File: src/sobel_pkg.sv
// Shared types and constants for the Sobel edge magnitude block.
// Used by sobel_ctrl, sobel_dp and sobel_edge_magnitude.
package sobel_pkg;

    localparam int DEF_MAX_WIDTH = 1024;
    localparam int PIX_W         = 8;
    localparam int EDGE_W        = 11;
    localparam int FW_W          = 11;
    localparam int FH_W          = 16;
    localparam int CFG_DATA_W    = 16;
    localparam int CFG_IDX_W     = 1;
    localparam int GRAD_W        = 11;  // signed, |g| <= 1020
    localparam int SQ_W          = 20;  // g*g <= 1040400
    localparam int RAD_W         = 22;  // sum of squares, even width
    localparam int REM_W         = 14;
    localparam int ROOT_STEPS    = RAD_W / 2;
    localparam int ITER_W        = 4;

    localparam logic [CFG_IDX_W-1:0] CFG_FRAME_WIDTH  = 1'd0;
    localparam logic [CFG_IDX_W-1:0] CFG_FRAME_HEIGHT = 1'd1;

    localparam logic CMD_PIXEL = 1'b0;
    localparam logic CMD_DRAIN = 1'b1;

    localparam int DEF_FRAME_WIDTH  = 640;
    localparam int DEF_FRAME_HEIGHT = 480;

    typedef struct packed {
        logic             command;
        logic [PIX_W-1:0] pixel_value;
    } t_in_item;

    typedef struct packed {
        logic [EDGE_W-1:0] edge_value;
        logic              last_of_frame;
    } t_out_item;

    typedef struct packed {
        logic load;       // capture item, read line buffers
        logic eval;       // shift window, update counters, set result
        logic grad;       // register gx, gy
        logic square;     // register gx^2, gy^2
        logic sum;        // register radicand, start root
        logic root_step;  // one result bit of the root
        logic emit;       // load output register
    } t_dp_cmd;

    typedef struct packed {
        logic has_result;
        logic need_root;
        logic root_last;
        logic out_free;
    } t_dp_status;

endpackage

File: src/sobel_ctrl.sv
// Sequencer for the Sobel block: one item from accept to result.
// Depends on sobel_pkg for the command and status structs.
module sobel_ctrl (
    input  logic                  i_clk,
    input  logic                  i_rst_n,
    input  logic                  i_in_valid,
    output logic                  o_in_stall,
    input  sobel_pkg::t_dp_status i_status,
    output sobel_pkg::t_dp_cmd    o_cmd
);
    import sobel_pkg::*;

    typedef enum logic [2:0] {
        S_IDLE, S_EVAL, S_GRAD, S_SQUARE, S_SUM, S_ROOT, S_EMIT
    } t_state;

    t_state r_state;
    logic   r_in_stall;
    logic   accept;

    assign accept     = (r_state == S_IDLE) && i_in_valid && !r_in_stall;
    assign o_in_stall = r_in_stall;

    always_comb begin
        o_cmd           = '0;
        o_cmd.load      = accept;
        o_cmd.eval      = (r_state == S_EVAL);
        o_cmd.grad      = (r_state == S_GRAD);
        o_cmd.square    = (r_state == S_SQUARE);
        o_cmd.sum       = (r_state == S_SUM);
        o_cmd.root_step = (r_state == S_ROOT);
        o_cmd.emit      = (r_state == S_EMIT) && i_status.out_free;
    end

    always_ff @(posedge i_clk) begin
        if (!i_rst_n) begin
            r_state    <= S_IDLE;
            r_in_stall <= 1'b1;
        end else begin
            case (r_state)
                S_IDLE: begin
                    if (accept) begin
                        r_state    <= S_EVAL;
                        r_in_stall <= 1'b1;
                    end else begin
                        r_in_stall <= 1'b0;
                    end
                end
                S_EVAL: begin
                    if (!i_status.has_result) begin
                        r_state    <= S_IDLE;
                        r_in_stall <= 1'b0;
                    end else if (i_status.need_root) begin
                        r_state <= S_GRAD;
                    end else begin
                        r_state <= S_EMIT;
                    end
                end
                S_GRAD:   r_state <= S_SQUARE;
                S_SQUARE: r_state <= S_SUM;
                S_SUM:    r_state <= S_ROOT;
                S_ROOT: begin
                    if (i_status.root_last) begin
                        r_state <= S_EMIT;
                    end
                end
                S_EMIT: begin
                    if (i_status.out_free) begin
                        r_state    <= S_IDLE;
                        r_in_stall <= 1'b0;
                    end
                end
                default: begin
                    r_state    <= S_IDLE;
                    r_in_stall <= 1'b1;
                end
            endcase
        end
    end

    a_stall_outside_idle: assert property (@(posedge i_clk) disable iff (!i_rst_n)
        (r_state != S_IDLE) |-> r_in_stall)
        else $error("input not stalled while busy");

    a_accept_to_eval: assert property (@(posedge i_clk) disable iff (!i_rst_n)
        accept |=> (r_state == S_EVAL))
        else $error("accepted item not evaluated");

endmodule

File: config.mk
export PLATFORM = sky130hd
export DESIGN_NAME = sobel_ctrl
export DESIGN_NICKNAME = d
export VERILOG_FILES = /design/src/sobel_pkg.sv /design/src/sobel_ctrl.sv
export SDC_FILE = /design/constraint.sdc
export NUM_CORES = 1
export LEC_CHECK = 0
export ABC_AREA = 1
export BUFFER_PORTS_ARGS = -buffer_cell sky130_fd_sc_hd__buf_4
export CORE_AREA = 10 10 47 49
export DETAILED_ROUTE_END_ITERATION = 12
export DIE_AREA = 0 0 57 59
export PLACE_DENSITY = 0.48
export SLEW_MARGIN = 20
export SYNTH_ARGS = -nofsm -noshare
export SYNTH_HDL_FRONTEND = slang
export SYNTH_SLANG_ARGS = --single-unit
export TNS_END_PERCENT = 20
File: constraint.sdc
create_clock -name i_clk -period 1.55 [get_ports i_clk]
set_input_delay 0.465 -clock i_clk [delete_from_list [all_inputs] [get_ports i_clk]]
set_output_delay 0.465 -clock i_clk [all_outputs]
set_load 0.005 [all_outputs]
**Word level (Yosys, flattened, before mapping)**

Cells that the tools add are included.

- Output and inout bits: 8
- Bits of input ports: 7
- Flip-flop bits (word level): 4

- Reduce and logical (&&, ||, !) cells: 8
- Bitwise logic cells: 1
- Mux-type cells: 10
- Equality and inequality tests: 10

Operators with widths:

| kind | number |
|---|---|
| 3-bit case mux with 7 select lines | 1 |
| 3-bit 2-to-1 mux | 5 |
| 3-bit equality test, second input constant | 3 |
| 2-bit inequality test, second input constant | 4 |
| 3-bit by 2-bit equality test with 1-bit output, second input constant | 2 |
| 3-bit AND reduction | 2 |
| 1-bit case mux with 4 select lines | 1 |
| 4-bit OR reduction | 1 |
| 3-bit by 1-bit equality test with 1-bit output, second input constant | 1 |
| 1-bit logical AND | 3 |
| 3-bit zero test | 1 |
| 1-bit 2-to-1 mux | 3 |
| 1-bit zero test | 1 |
| 1-bit NOT | 1 |

**Depth between registers and ports, before layout**

- Depth after elaboration: 5
- Gate-level depth with buffers: 7
- Gate-level depth less buffers: 7

**Least setup slack after synthesis**

Ideal clock, no wire load.

- Path type: register to output
- Start point: register r_state[2]
- End point: output o_cmd[6] in the netlist's numbering
- Data required time: 1,085 ps
- Stages on the path, launching flop included: 6
- Arrival time: 784 ps
- Path slack: 301 ps
- Cells stage by stage: dfxtp_1 -> buf_6 -> nor2_4 -> nand3_1 -> inv_1 -> buf_4

- Word-level cells in the longest chain between the ends: 3

RTL lines:

| item | RTL line | source |
|---|---|---|
| start, declared | sobel_ctrl.sv:17 | `t_state r_state;` |
| start signal, assigned | sobel_ctrl.sv:37 | `r_state <= S_IDLE;` |
| start signal, assigned | sobel_ctrl.sv:43 | `r_state <= S_EVAL;` |
| start signal, assigned | sobel_ctrl.sv:51 | `r_state <= S_IDLE;` |
| 3-bit zero test | sobel_ctrl.sv:21 | `assign accept = (r_state == S_IDLE) && i_in_valid && !r_in_stall;` |
| 1-bit logical AND (2 in a row) | sobel_ctrl.sv:21 |  |
| end, declared | sobel_ctrl.sv:9 | `output sobel_pkg::t_dp_cmd o_cmd` |

No other way between the ends.

==> impl_metrics.yaml <==
run_status:
  status: "finished, final reports clean"
synthesis:
  yosysWarnings: 0
  ys_types: 18
  netlist.area_leader.share_pct: 22.46
  syn_area_um2: 356.6
  synth_edf_count: 0
  ys.flop_type: "dfxtp_1"
  syn_nets: 68
  synth_common_cells: "inv_1, nor2_1, nand2_1"
  yosys-top-cells-area: "dfxtp_1, nand3_1, inv_1"
  synthCells: 61
  ys_ff_latch: 4
  ys_seq_area_share_pct: 22.46
  yosysTopAreaCell: "dfxtp_1"
  avgSynthCellArea_um2: 5.846
  synthArstFlopShare_pct: 0
final_layout:
  fillCellCount: 165
  drive_gt1_share_pct: 38.16
  fin_util_pct: 35.63
  diodes: 0
  seqCellArea_um2: 88.84
  synthToLayoutAreaGrowth_pct: 40.00
  nets: 85
  multi_input_area_um2: 214.0
floorplan:
  pin_count: 15
  fp.coreArea_um2: 1401
  rows: 14
  die_w_um: 57
  fp.dieH_um: 59
  die_area_um2: 3363
  start_util_pct: 25.45
run:
  maxCapViolCount: 0
critical_path:
  worst_setup_path_start_kind: "flip-flop"
  cp.required_ps: 1080
  worstSetupPathType: "flip-flop to primary output"
  cp-end-kind: "primary output"
  arrival_ps: 1030
  cp_max_fo: 4
drt:
  vias_per_cell: 4.250
  drc_errors: 0
  antenna_left: 0
  wl_per_cell_um: 10.11
  wl_met2_um: 485
  dr.first_iter.drc_count: 2
  wl_met1_um: 405
  dr.pass1.iters: 4
  vias: 391
  met3_length_um: 22
  dr.max_layer_used: "met4"
  routed_wl_um: 930
clock_network:
  clkSinkCount: 4
  clk-insertion-delay-late_ps: 240
  root_buffer: "clkbuf_4"
  path_clk_slew_ps: 40
  h-tree-depth: 1
  clockBufferDepth: 2
  cts_tree: "built"
  cts_buffers: 3
  hold_buffers: 0
timing:
  setup_violations: 0
  rsz0062_at_grt: "false"
  post-route-min-period_ps: 1492
  fin_crit_sh_pct: 96.27
  finalSetupTns_ps: 0
  hold_violations: 0
  drv_slew: 0
  finClkSkew_ps: 2.644
  worst_pin_slew_ps: 250.1
  max_freq_ghz: 0.6701
  slew_headroom_pct: 83.15
power_and_ir_drop:
  finalPower_uw: 743.5
  pwr-share-seq_pct: 28.7
  pwr_density_cell_nw_per_um2: 1489
  power_frac_comb_pct: 53.9
  power_frac_clock_pct: 17.4
  ir_drop_v: 0.0006784
  sw_frac_of_total_pct: 43.37
  switchingPower_uw: 322.5
  intPower_uw: 421.1
  p_leak_uw: 0.0002940
global_route:
  grt_first_pass_wirelength_um: 1497
  antenna_found_initial: 0
  track_usage_pct: 5.472
  grt_pass1_vias: 381
  grt-ovfl-total: 0
  grt_max_degree: 9
place:
  gp_congestion: 0.7576
  portBuffers: 14
  post-dp-hpwl_um: 811.2
hold_path:
  hold_path_class: "input port to flip-flop"
worst paths after layout:
path / start / end / slack, ps / cells after the start
setup / recovery: r_state[1] / o_cmd[1] / 60 / 4
hold / removal: i_rst_n / o_in_stall / 460 / 2
setup reg to reg: r_state[2] / o_in_stall / 470 / 5
hold reg to reg: o_in_stall / o_in_stall / 520 / 2
critical path: stages, from the launching register on:
cell and delay [ps]:
dfxtp_4 360, inv_2 90, nand2_4 60, nor2_2 140
buf_4 140
layout make-up:
| type | count | share of cell area [%] |
|---|---|---|
| clock buffers | 3 | 4.511 |
| repair buffers | 14 | 21.05 |
| flip-flops and latches | 4 | 17.79 |
| inverters | 13 | 9.774 |
| well taps | 16 | 4.010 |
| multi-input cells | 42 | 42.86 |
through the flow:
step                      instance area, um^2  hold WS [ps]  worst slack [ps]  std cells
after detailed placement                462.9         513.6             123.2         89
after floorplan                         356.6         496.0             301.4         61
after global routing                    499.2         473.5             7.328         92
after global placement                  462.9         524.6             99.17         89
final                                   499.2         459.5             57.78         92
after CTS                               489.2         456.2             8.479         92
logic make-up (layout without fill, tap and decap cells):
| family | Yosys count | in the layout | share of synthesized area (%) |
|---|---|---|---|
| simple gates | 38 | 38 | 52.63 |
| buf+inv | 15 | 30 | 18.95 |
| compound gates | 4 | 4 | 5.965 |
| flops | 4 | 4 | 22.46 |
power by group through the flow:
stage	combinational, uW	clock (uW)	sequential, uW
3_5_place_dp	406	0	202
5_1_grt	461	140	220
6_report	401	129	213
2_1_floorplan	312	0	178
4_1_cts	408	138	206
3_3_place_gp	409	0	206
registers in the layout, summed over array words and instances, names as in the netlist:
signal,cells
o_in_stall,1
r_state,3
routing by layer:
metal | GRT usage (%) | up-vias
met5 | 0 | -
met2 | 9.612 | 6
met1 | 5.536 | 167
li1 | - | 216
met3 | 1.288 | 2
met4 | 4.027 | 0
repair_timing:
| item | in CTS | in global routing |
|---|---|---|
| pin swaps | 0 | 1 |
| resized for setup | 3 | 3 |
| setup buffers | 0 | 0 |
| setup endpoints to repair | 6 | 3 |
cells in the final DEF, fill, tap and decap left out:
| cell | instances |
|---|---|
| dfxtp_2 | 1 |
| nand3_2 | 2 |
| nand3_1 | 8 |
| o21ai_1 | 1 |
| o21ai_0 | 2 |
| a31oi_1 | 1 |
| clkbuf_4 | 3 |
| inv_1 | 11 |
| nor2_4 | 1 |
| nand2_2 | 1 |
| inv_2 | 2 |
| nand2_1 | 10 |
| nor2_2 | 2 |
| nor3_1 | 1 |
| nand3b_1 | 1 |
| dfxtp_1 | 1 |
| dfxtp_4 | 2 |
| buf_4 | 14 |
| nand2_4 | 1 |
| nor2_1 | 11 |
No activity file was read; power rests on OpenSTA's default activity.
